<file path="config.mk">
export PLATFORM = sky130hd
export DESIGN_NAME = masked_ascon_permutation
export DESIGN_NICKNAME = d
export VERILOG_FILES = /design/src/hdl/mascon_pkg.sv /design/src/hdl/mascon_round.sv /design/src/hdl/masked_ascon_permutation.sv
export SDC_FILE = /design/constraint.sdc
export NUM_CORES = 2
export LEC_CHECK = 0
export BUFFER_PORTS_ARGS = -buffer_cell sky130_fd_sc_hd__buf_2
export CORE_AREA = 2 2 562 564
export DETAILED_ROUTE_END_ITERATION = 10
export DIE_AREA = 0 0 564 566
export GPL_TIMING_DRIVEN = 0
export PLACE_DENSITY = 0.42
export SETUP_SLACK_MARGIN = 0.05
export SLEW_MARGIN = 30
export SYNTH_ARGS = -nofsm -noshare
export SYNTH_HDL_FRONTEND = slang
export SYNTH_SLANG_ARGS = --single-unit
</file>
<file path="constraint.sdc">
create_clock -name clk -period 18.9 [get_ports clk]
set_input_delay 2.835 -clock clk [delete_from_list [all_inputs] [get_ports clk]]
set_output_delay 2.835 -clock clk [all_outputs]
set_load 0.01 [all_outputs]
</file>
<file path="src/hdl/mascon_pkg.sv">
package mascon_pkg;

    // fixed field geometry
    localparam int WORD_W     = 64;
    localparam int NUM_WORDS  = 5;
    localparam int ROUND_W    = 4;
    localparam int DEF_TOTAL_ROUNDS = 12;

    // stream payload widths
    localparam int IN_DATA_W  = 712;
    localparam int OUT_DATA_W = 704;

    typedef logic [WORD_W-1:0] word_t;

    // two xor shares of each state word
    typedef struct packed {
        word_t [NUM_WORDS-1:0] a;
        word_t [NUM_WORDS-1:0] b;
    } shares_t;

    // rotate right by a constant amount
    function automatic word_t rotr(input word_t v, input int n);
        word_t r;
        r = (v >> n) | (v << (WORD_W - n));
        return r;
    endfunction

    // linear diffusion of one word
    function automatic word_t diffuse(input word_t v, input int s1, input int s2);
        word_t r;
        r = v ^ rotr(v, s1) ^ rotr(v, s2);
        return r;
    endfunction

    // round constant: low byte holds the round index in its low nibble and its complement in its high nibble
    function automatic word_t round_const(input logic [ROUND_W-1:0] r);
        word_t c;
        c = {{(WORD_W - 2*ROUND_W){1'b0}}, ~r, r};
        return c;
    endfunction

endpackage

</file>
<file path="src/hdl/mascon_round.sv">
module mascon_round
    import mascon_pkg::*;
(
    input  shares_t              state_in,
    input  word_t                rnd_in,
    input  logic [ROUND_W-1:0]   round_idx,
    output shares_t              state_out,
    output word_t                rnd_out
);

    // one full masked round, applied by the sequencer once per cycle while rounds run
    always_comb
    begin
        word_t a0, a1, a2, a3, a4, b0, b1, b2, b3, b4;
        word_t ta, tb, ua, ub;
        word_t n0a, n0b, n1a, n1b, n2a, n2b, n3a, n3b;

        a0 = state_in.a[0]; a1 = state_in.a[1]; a2 = state_in.a[2];
        a3 = state_in.a[3]; a4 = state_in.a[4];
        b0 = state_in.b[0]; b1 = state_in.b[1]; b2 = state_in.b[2];
        b3 = state_in.b[3]; b4 = state_in.b[4];

        // constant addition on share a only
        a2 = a2 ^ round_const(round_idx);

        // substitution input mixing
        a0 = a0 ^ a4; a4 = a4 ^ a3; a2 = a2 ^ a1; ua = a0;
        b0 = b0 ^ b4; b4 = b4 ^ b3; b2 = b2 ^ b1; ub = b0;

        // masked chi, t0 seeded with the random word in both shares
        ta  = rnd_in ^ (~a0 & a1) ^ (~a0 & b1);
        tb  = rnd_in ^ (b0 & a1) ^ (b0 & b1);
        n0a = a0 ^ (~a1 & a2) ^ (~a1 & b2);
        n0b = b0 ^ (b1 & a2) ^ (b1 & b2);
        n1a = a1 ^ (~a2 & a3) ^ (~a2 & b3);
        n1b = b1 ^ (b2 & a3) ^ (b2 & b3);
        n2a = a2 ^ (~a3 & a4) ^ (~a3 & b4);
        n2b = b2 ^ (b3 & a4) ^ (b3 & b4);
        n3a = a3 ^ (~a4 & ua) ^ (~a4 & ub);
        n3b = b3 ^ (b4 & ua) ^ (b4 & ub);
        a0 = n0a; b0 = n0b; a1 = n1a; b1 = n1b;
        a2 = n2a; b2 = n2b; a3 = n3a; b3 = n3b;
        a4 = a4 ^ ta;
        b4 = b4 ^ tb;

        // substitution output mixing, complement on share a
        a1 = a1 ^ a0; a0 = a0 ^ a4; a3 = a3 ^ a2; a2 = ~a2;
        b1 = b1 ^ b0; b0 = b0 ^ b4; b3 = b3 ^ b2;

        // linear layer on both shares
        state_out.a[0] = diffuse(a0, 19, 28); state_out.b[0] = diffuse(b0, 19, 28);
        state_out.a[1] = diffuse(a1, 61, 39); state_out.b[1] = diffuse(b1, 61, 39);
        state_out.a[2] = diffuse(a2, 1, 6);   state_out.b[2] = diffuse(b2, 1, 6);
        state_out.a[3] = diffuse(a3, 10, 17); state_out.b[3] = diffuse(b3, 10, 17);
        state_out.a[4] = diffuse(a4, 7, 41);  state_out.b[4] = diffuse(b4, 7, 41);

        // refresh the random word
        rnd_out = rotr(ta, 13);
    end

endmodule

</file>
<file path="src/hdl/masked_ascon_permutation.sv">
// sequence: the request is loaded, then one round is applied for each round index from first_round
//   up to TOTAL_ROUNDS - 1 (none when first_round is at or beyond TOTAL_ROUNDS), then the result is offered
// requests: a new request is taken only after the result has been accepted, since the
//   single round unit, which the state register loops through once per cycle while running, serves one at a time
// reset: rst_n clears the sequencer to idle; state and random registers are not cleared
module masked_ascon_permutation
    import mascon_pkg::*;
#(
    parameter int TOTAL_ROUNDS = DEF_TOTAL_ROUNDS
)
(
    input  logic                  clk,
    input  logic                  rst_n,
    input  logic                  s_axis_tvalid,
    output logic                  s_axis_tready,
    // word0_share_a, word0_share_b, ... word4_share_b, random_in, first_round, zero pad
    input  logic [IN_DATA_W-1:0]  s_axis_tdata,
    output logic                  m_axis_tvalid,
    input  logic                  m_axis_tready,
    // out0_share_a, out0_share_b, ... out4_share_b, random_out
    output logic [OUT_DATA_W-1:0] m_axis_tdata
);

    typedef enum logic [2:0] {
        ST_IDLE = 3'b001,
        ST_RUN  = 3'b010,
        ST_DONE = 3'b100
    } state_t;

    localparam logic [ROUND_W-1:0] LAST_ROUND = ROUND_W'(TOTAL_ROUNDS - 1);
    localparam logic [ROUND_W-1:0] NUM_ROUNDS = ROUND_W'(TOTAL_ROUNDS);

    state_t              state_reg, state_next;
    logic [ROUND_W-1:0]  round_reg, round_next;
    shares_t             shares_reg, shares_next;
    word_t               rnd_reg, rnd_next;

    shares_t             in_shares, rnd_shares;
    word_t               in_rnd, rnd_word;
    logic [ROUND_W-1:0]  in_round;
    logic                in_accept, out_accept;

    // unpack the request
    always_comb
    begin
        for (int i = 0; i < NUM_WORDS; i++)
        begin
            in_shares.a[i] = s_axis_tdata[(2*i)*WORD_W +: WORD_W];
            in_shares.b[i] = s_axis_tdata[(2*i+1)*WORD_W +: WORD_W];
        end
        in_rnd   = s_axis_tdata[2*NUM_WORDS*WORD_W +: WORD_W];
        in_round = s_axis_tdata[(2*NUM_WORDS+1)*WORD_W +: ROUND_W];
    end

    assign s_axis_tready = (state_reg == ST_IDLE);
    assign m_axis_tvalid = (state_reg == ST_DONE);
    assign in_accept     = s_axis_tvalid && s_axis_tready;
    assign out_accept    = m_axis_tvalid && m_axis_tready;

    // shared round unit
    mascon_round u_round (
        .state_in  (shares_reg),
        .rnd_in    (rnd_reg),
        .round_idx (round_reg),
        .state_out (rnd_shares),
        .rnd_out   (rnd_word)
    );

    // sequencer
    always_comb
    begin
        state_next  = state_reg;
        round_next  = round_reg;
        shares_next = shares_reg;
        rnd_next    = rnd_reg;
        case (state_reg)
            ST_IDLE:
            begin
                if (in_accept)
                begin
                    shares_next = in_shares;
                    rnd_next    = in_rnd;
                    round_next  = in_round;
                    state_next  = (in_round < NUM_ROUNDS) ? ST_RUN : ST_DONE;
                end
            end
            ST_RUN:
            begin
                shares_next = rnd_shares;
                rnd_next    = rnd_word;
                round_next  = round_reg + 1'b1;
                if (round_reg == LAST_ROUND)
                begin
                    state_next = ST_DONE;
                end
            end
            ST_DONE:
            begin
                if (out_accept)
                begin
                    state_next = ST_IDLE;
                end
            end
            default:
            begin
                state_next = ST_IDLE;
            end
        endcase
    end

    // control registers
    always_ff @(posedge clk or negedge rst_n)
    begin
        if (!rst_n)
        begin
            state_reg <= ST_IDLE;
            round_reg <= '0;
        end
        else
        begin
            state_reg <= state_next;
            round_reg <= round_next;
        end
    end

    // state and random word
    always_ff @(posedge clk)
    begin
        shares_reg <= shares_next;
        rnd_reg    <= rnd_next;
    end

    // pack the result
    always_comb
    begin
        for (int i = 0; i < NUM_WORDS; i++)
        begin
            m_axis_tdata[(2*i)*WORD_W +: WORD_W]   = shares_reg.a[i];
            m_axis_tdata[(2*i+1)*WORD_W +: WORD_W] = shares_reg.b[i];
        end
        m_axis_tdata[2*NUM_WORDS*WORD_W +: WORD_W] = rnd_reg;
    end

    // the round counter stays inside the schedule while rounds run
    assert property (@(posedge clk) disable iff (!rst_n)
        (state_reg == ST_RUN) |-> (round_reg < NUM_ROUNDS))
        else $error("round counter beyond the last round while running");

    // the last round hands over to the result
    assert property (@(posedge clk) disable iff (!rst_n)
        (state_reg == ST_RUN && round_reg == LAST_ROUND) |=> m_axis_tvalid)
        else $error("result not offered after the last round");

    // a request with no rounds to run goes straight to the result
    assert property (@(posedge clk) disable iff (!rst_n)
        (in_accept && in_round >= NUM_ROUNDS) |=> m_axis_tvalid)
        else $error("pass-through request not offered at once");

    // never take a request while a result waits
    assert property (@(posedge clk) disable iff (!rst_n)
        !(s_axis_tready && m_axis_tvalid))
        else $error("request taken while a result is pending");

endmodule
</file>
* Word level (Yosys, flattened, before mapping)
Cells that the tools add are included. W data, S select, Z words.
Storage, ports and cells: flip-flop bits (word level) 711
Cells by class: add/sub/neg operators 1, order comparisons 1, equal/unequal tests 7, multiplexer cells 11, bitwise gates (word level) 103, reduce and logical (&&, ||, !) cells 5
Operators with widths (number):
- $xor A64 B64 Y64 | 54
- $and A64 B64 Y64 | 20
- $pmux W640 S2 | 1
- $mux W640 | 1
- $not A64 Y64 | 6
- $or A23 B64 Y64 | 2
- $or A25 B64 Y64 | 2
- $or A3 B64 Y64 | 2
- $or A36 B64 Y64 | 2
- $or A45 B64 Y64 | 2
- $or A47 B64 Y64 | 2
- $or A54 B64 Y64 | 2
- $or A57 B64 Y64 | 2
- $or A58 B64 Y64 | 2
- $or A63 B64 Y64 | 2
- $pmux W64 S2 | 1
- $mux W64 | 1
- $or A51 B64 Y64 | 1
- $xor A64 B8 Y64 | 1
- $mux W3 | 4
- $pmux W3 S3 | 1
- $pmux W4 S2 | 1
- $add A4 B1 Y4 const B | 1
- $eq A4 B4 Y1 const B | 1
- 12 further kinds | 14

* Longest topological paths before layout
depth after elaboration 12, depth in mapped cells 10

* Modules after synthesis
Synthesis repeated with hierarchy kept, for this count alone.
Second synthesis, totals: cell total of the unflattened synthesis 7828, area total of the unflattened synthesis 71229.6 sq um
By module, submodules not included:
- mascon_round | times used 1, cells each 4806, area each 40913.0 sq um
- masked_ascon_permutation | times used 1, cells each 3022, area each 30316.6 sq um

* Worst setup path after synthesis
No wires, ideal clock.
kind in2reg, from in s_axis_tvalid, to reg round_reg[0], data arrival time 17.814 ns, required time 18.774 ns, path slack 0.960 ns, stages 4, buffers on the path 0, path through a21oi_1 > inv_1 > a211oi_1 > a21oi_1
Between the ends: cells in the longest elaborated chain, start to end 3
RTL lines:
- start: declaration | RTL line masked_ascon_permutation.sv:14 | input logic s_axis_tvalid,
- $logic_and A1 B1 Y1 | RTL line masked_ascon_permutation.sv:57 | assign in_accept = s_axis_tvalid && s_axis_tready;
- $ne A2 B1 Y1 (no line)
- $reduce_and A2 Y1 (no line)
- end signal: assignment | RTL line masked_ascon_permutation.sv:122 | round_reg <= round_next;
- end: declaration | RTL line masked_ascon_permutation.sv:34 | logic [ROUND_W-1:0] round_reg, round_next;
No other way between the ends. A chain may end at the register's enable or synchronous reset.

==> summary.txt <==
result of the run = complete, no violations
estimated wirelength of the detail-placed design = 557 mm
Worst Path Arrival = 5.58 ns
total congestion overflow = 0
DRT antenna net count = 0
Netlist Area Pre-Place = 0.0690 sq mm
Seq cells post-synth = 711
RSZ-0062 raised after global routing = false
delay of the slowest cell on the worst path = 1.05 ns
first-pass GRT wire length = 757 mm
Req. time, crit path = 19.42 ns
drc violations = 0
die outline height = 566 um
Largest register FFs = 640
worst hold slack across all endpoints = 0.570 ns
total via count after detailed routing = 67300
via count of the first global-routing pass = 63000
minimum period implied by the final worst setup slack = 5.06 ns
number of buffers added by the clock tree synthesis step = 106
max-cap violation count = 0
Setup Buffers After CTS = 0
insertion delay of the later-clocked pin in the worst-skew pair = 0.91 ns
initial DRC count = 10200
Post-synth EDFFs = 704
Yosys warning total = 0
most repeated library cell on the critical path = sky130_fd_sc_hd__xnor2_1
worst slew margin relative to its limit = 14.0%
initial antenna violation count = 116
PostCTS Resize Cnt = 0
cell with the biggest individual delay on the critical path = sky130_fd_sc_hd__o21ai_0
core region area = 0.313 sq mm
top achievable clock speed = 198 MHz
kind of start point of the critical path = flop
routed length per placed instance = 47.3 um
synthesized netlist net count = 8226
final layout net count = 9903
Clock transition at path regs = 0.07 ns
Die Outline Area = 0.319 sq mm
area growth from synthesis to final layout = 31.8%
final max-slew violation count = 0
routed via count divided by cell count = 5.08
router iterations before antenna repair = 7
TritonCTS clock tree = done
share of cells above drive strength 1 = 26.9%
mean instance size in the synthesized netlist = 9.51 sq um
fill cell count = 33500
Top Ports = 1422
Port Buf Inserts = 1417
part of the cycle the worst path needs = 26.8%
worst-path cell chain = clkbuf_1 -> inv_1 -> ha_1 -> xnor3_1 -> xnor2_1 -> xnor2_1 -> xnor2_1 -> o21ai_0
number of sinks on the clock net = 711
Mapped Cells = 7253
hold_buf cts = 0
Hold Vio Cnt, Final = 0
clock skew after layout = 0.0667 ns
Initial Utilization = 22.0%
total of endpoints with negative setup slack in the final report = 0
Setup Crit Path Kind = flop to flop
Critical Path End Type = flop
Core Rows = 206
flip-flop cell with the highest count after synthesis = sky130_fd_sc_hd__edfxtp_1
total global-route track usage = 37.9%
Max Buffers Root-to-Sink = 4
post-synthesis sequential area ratio = 30.9%
number of unique standard cell types used by synthesis = 42
critical-path maximum fanout = 7
sum of routed wire length over all layers = 626 mm
slew of the pin with the lowest slew margin = 1.28 ns
Final Wtd Congestion = 1.04
largest net degree at the start of global routing = 87
Hold WC Path Type = flop to flop
clock root cell = sky130_fd_sc_hd__clkbuf_16
Die W = 564 um
ys async rst share = 0.985%
number of H-tree levels = 3
## worst paths after layout
path	to	slack, ns	startpoint	cells after the start
max reg2reg	m_axis_tdata[19]$_DFFE_PP_	13.84	m_axis_tdata[431]$_DFFE_PP_	8
max	m_axis_tdata[19]$_DFFE_PP_	13.84	m_axis_tdata[431]$_DFFE_PP_	8
min in group asynchronous	state_reg[2]$_DFFE_PN0P_	1.84	rst_n	1
min	state_reg[2]$_DFFE_PN0P_	0.57	state_reg[2]$_DFFE_PN0P_	2
max in group asynchronous	state_reg[0]$_DFFE_PN1P_	16.81	rst_n	1
min reg2reg	state_reg[2]$_DFFE_PN0P_	0.57	state_reg[2]$_DFFE_PN0P_	2
## critical path: cells and delay by family (launching register included)
family                   cells  cell delay [ns]
XOR/XNOR                     4             2.25
flip-flops                   1             0.56
buffers and inverters        2             0.45
adder cells (fa/ha/maj)      1             0.36
AO/OA/AOI/OAI                1             1.05
## cells in the final DEF (no fill, tap or decap), types with 64 or more instances in the layout
master | synthesis | routed
sky130_fd_sc_hd__xnor2_1 | 1858 | 1435
sky130_fd_sc_hd__buf_2 | 0 | 1418
sky130_fd_sc_hd__nand2_1 | 959 | 959
sky130_fd_sc_hd__edfxtp_1 | 704 | 704
sky130_fd_sc_hd__o21ai_0 | 717 | 697
sky130_fd_sc_hd__xor2_1 | 629 | 587
sky130_fd_sc_hd__xnor2_2 | 148 | 548
sky130_fd_sc_hd__inv_1 | 324 | 323
sky130_fd_sc_hd__nor2_1 | 267 | 267
sky130_fd_sc_hd__clkbuf_1 | 271 | 264
sky130_fd_sc_hd__ha_1 | 257 | 257
sky130_fd_sc_hd__nor2b_1 | 224 | 224
sky130_fd_sc_hd__o21ai_1 | 111 | 131
sky130_fd_sc_hd__clkbuf_16 | 0 | 106
sky130_fd_sc_hd__xnor3_1 | 93 | 88
sky130_fd_sc_hd__a21oi_1 | 74 | 74
sky130_fd_sc_hd__buf_6 | 0 | 70
sky130_fd_sc_hd__mux2i_1 | 69 | 69
sky130_fd_sc_hd__nand3_1 | 65 | 65
sky130_fd_sc_hd__nor3_1 | 64 | 64
sky130_fd_sc_hd__nand2b_1 | 64 | 64
## kinds of logic after synthesis
kind of cell	synth area share, %
AOI/OAI and AO/OA	8.98
xor gates and xnor gates	39.4
adders and majority gates	4.67
buffers and inverters	3.27
DFF	30.9
muxes	2.13
and+or+nand+nor	10.7
## stage by stage
stage	setup TNS (ns)	worst slack [ns]	area [sq um]	utilization (%)	std cells
after global placement	-5831.69	-8.63	81300	25.9	12800
final	0	13.84	90900	29.0	13200
after CTS	0	13.84	90700	28.9	13200
after detailed placement	0	13.12	87000	27.8	13000
after global routing	0	13.82	90800	29.0	13200
after floorplan	0	0.960	69000	-	7253
## synthesized netlist by cell type (all sizes together) (2+ instances only)
cell | count | area [sq um]
xnor2 | 2006 | 18700
a32oi | 57 | 499
and3 | 6 | 37.5
nand2 | 959 | 3600
nand2b | 64 | 400
a21oi | 74 | 370
edfxtp | 704 | 21100
ha | 257 | 3220
nor2b | 224 | 1400
nand3 | 65 | 325
dfrtp | 6 | 150
a221oi | 6 | 71.3
o31a | 63 | 552
nor3 | 64 | 320
mux2i | 69 | 691
buf | 7 | 26.3
xor3 | 31 | 737
o221ai | 57 | 505
and2b | 31 | 233
xor2 | 639 | 5670
mux2 | 67 | 777
nor2 | 267 | 1000
a211oi | 2 | 15.0
o21ai | 828 | 4140
nor3b | 3 | 22.5
clkbuf | 271 | 1020
o22ai | 3 | 18.8
xnor3 | 93 | 2090
inv | 324 | 1220
## cell type report
type | count | area, sq um | share of cell area, %
diodes | 56 | 140 | 0.154
inverters | 324 | 1220 | 1.35
clock buffers | 120 | 2710 | 2.98
multi-input cells | 5940 | 49300 | 54.2
well taps | 4160 | 5200 | 5.72
flip-flops and latches | 711 | 21300 | 23.4
repair buffers | 1569 | 9020 | 9.92
clock inverters | 71 | 953 | 1.05
plain buffers | 278 | 1100 | 1.21
## metal layers
| layer | vias up | share of wire, % | wire length, um | track usage, % |
|---|---|---|---|---|
| met4 | 32 | 7.8 | 49000 | 24.6 |
| met1 | 34400 | 41 | 257000 | 49.1 |
| met3 | 881 | 8.9 | 55800 | 8.84 |
| li1 | 27600 | - | - | - |
| met5 | - | 0.035 | 222 | 0 |
| met2 | 4428 | 42 | 264000 | 56.1 |
Power is left out: the tool's default activity adds up to more than one toggle a clock period on the data nets, which glitch-free logic cannot reach.
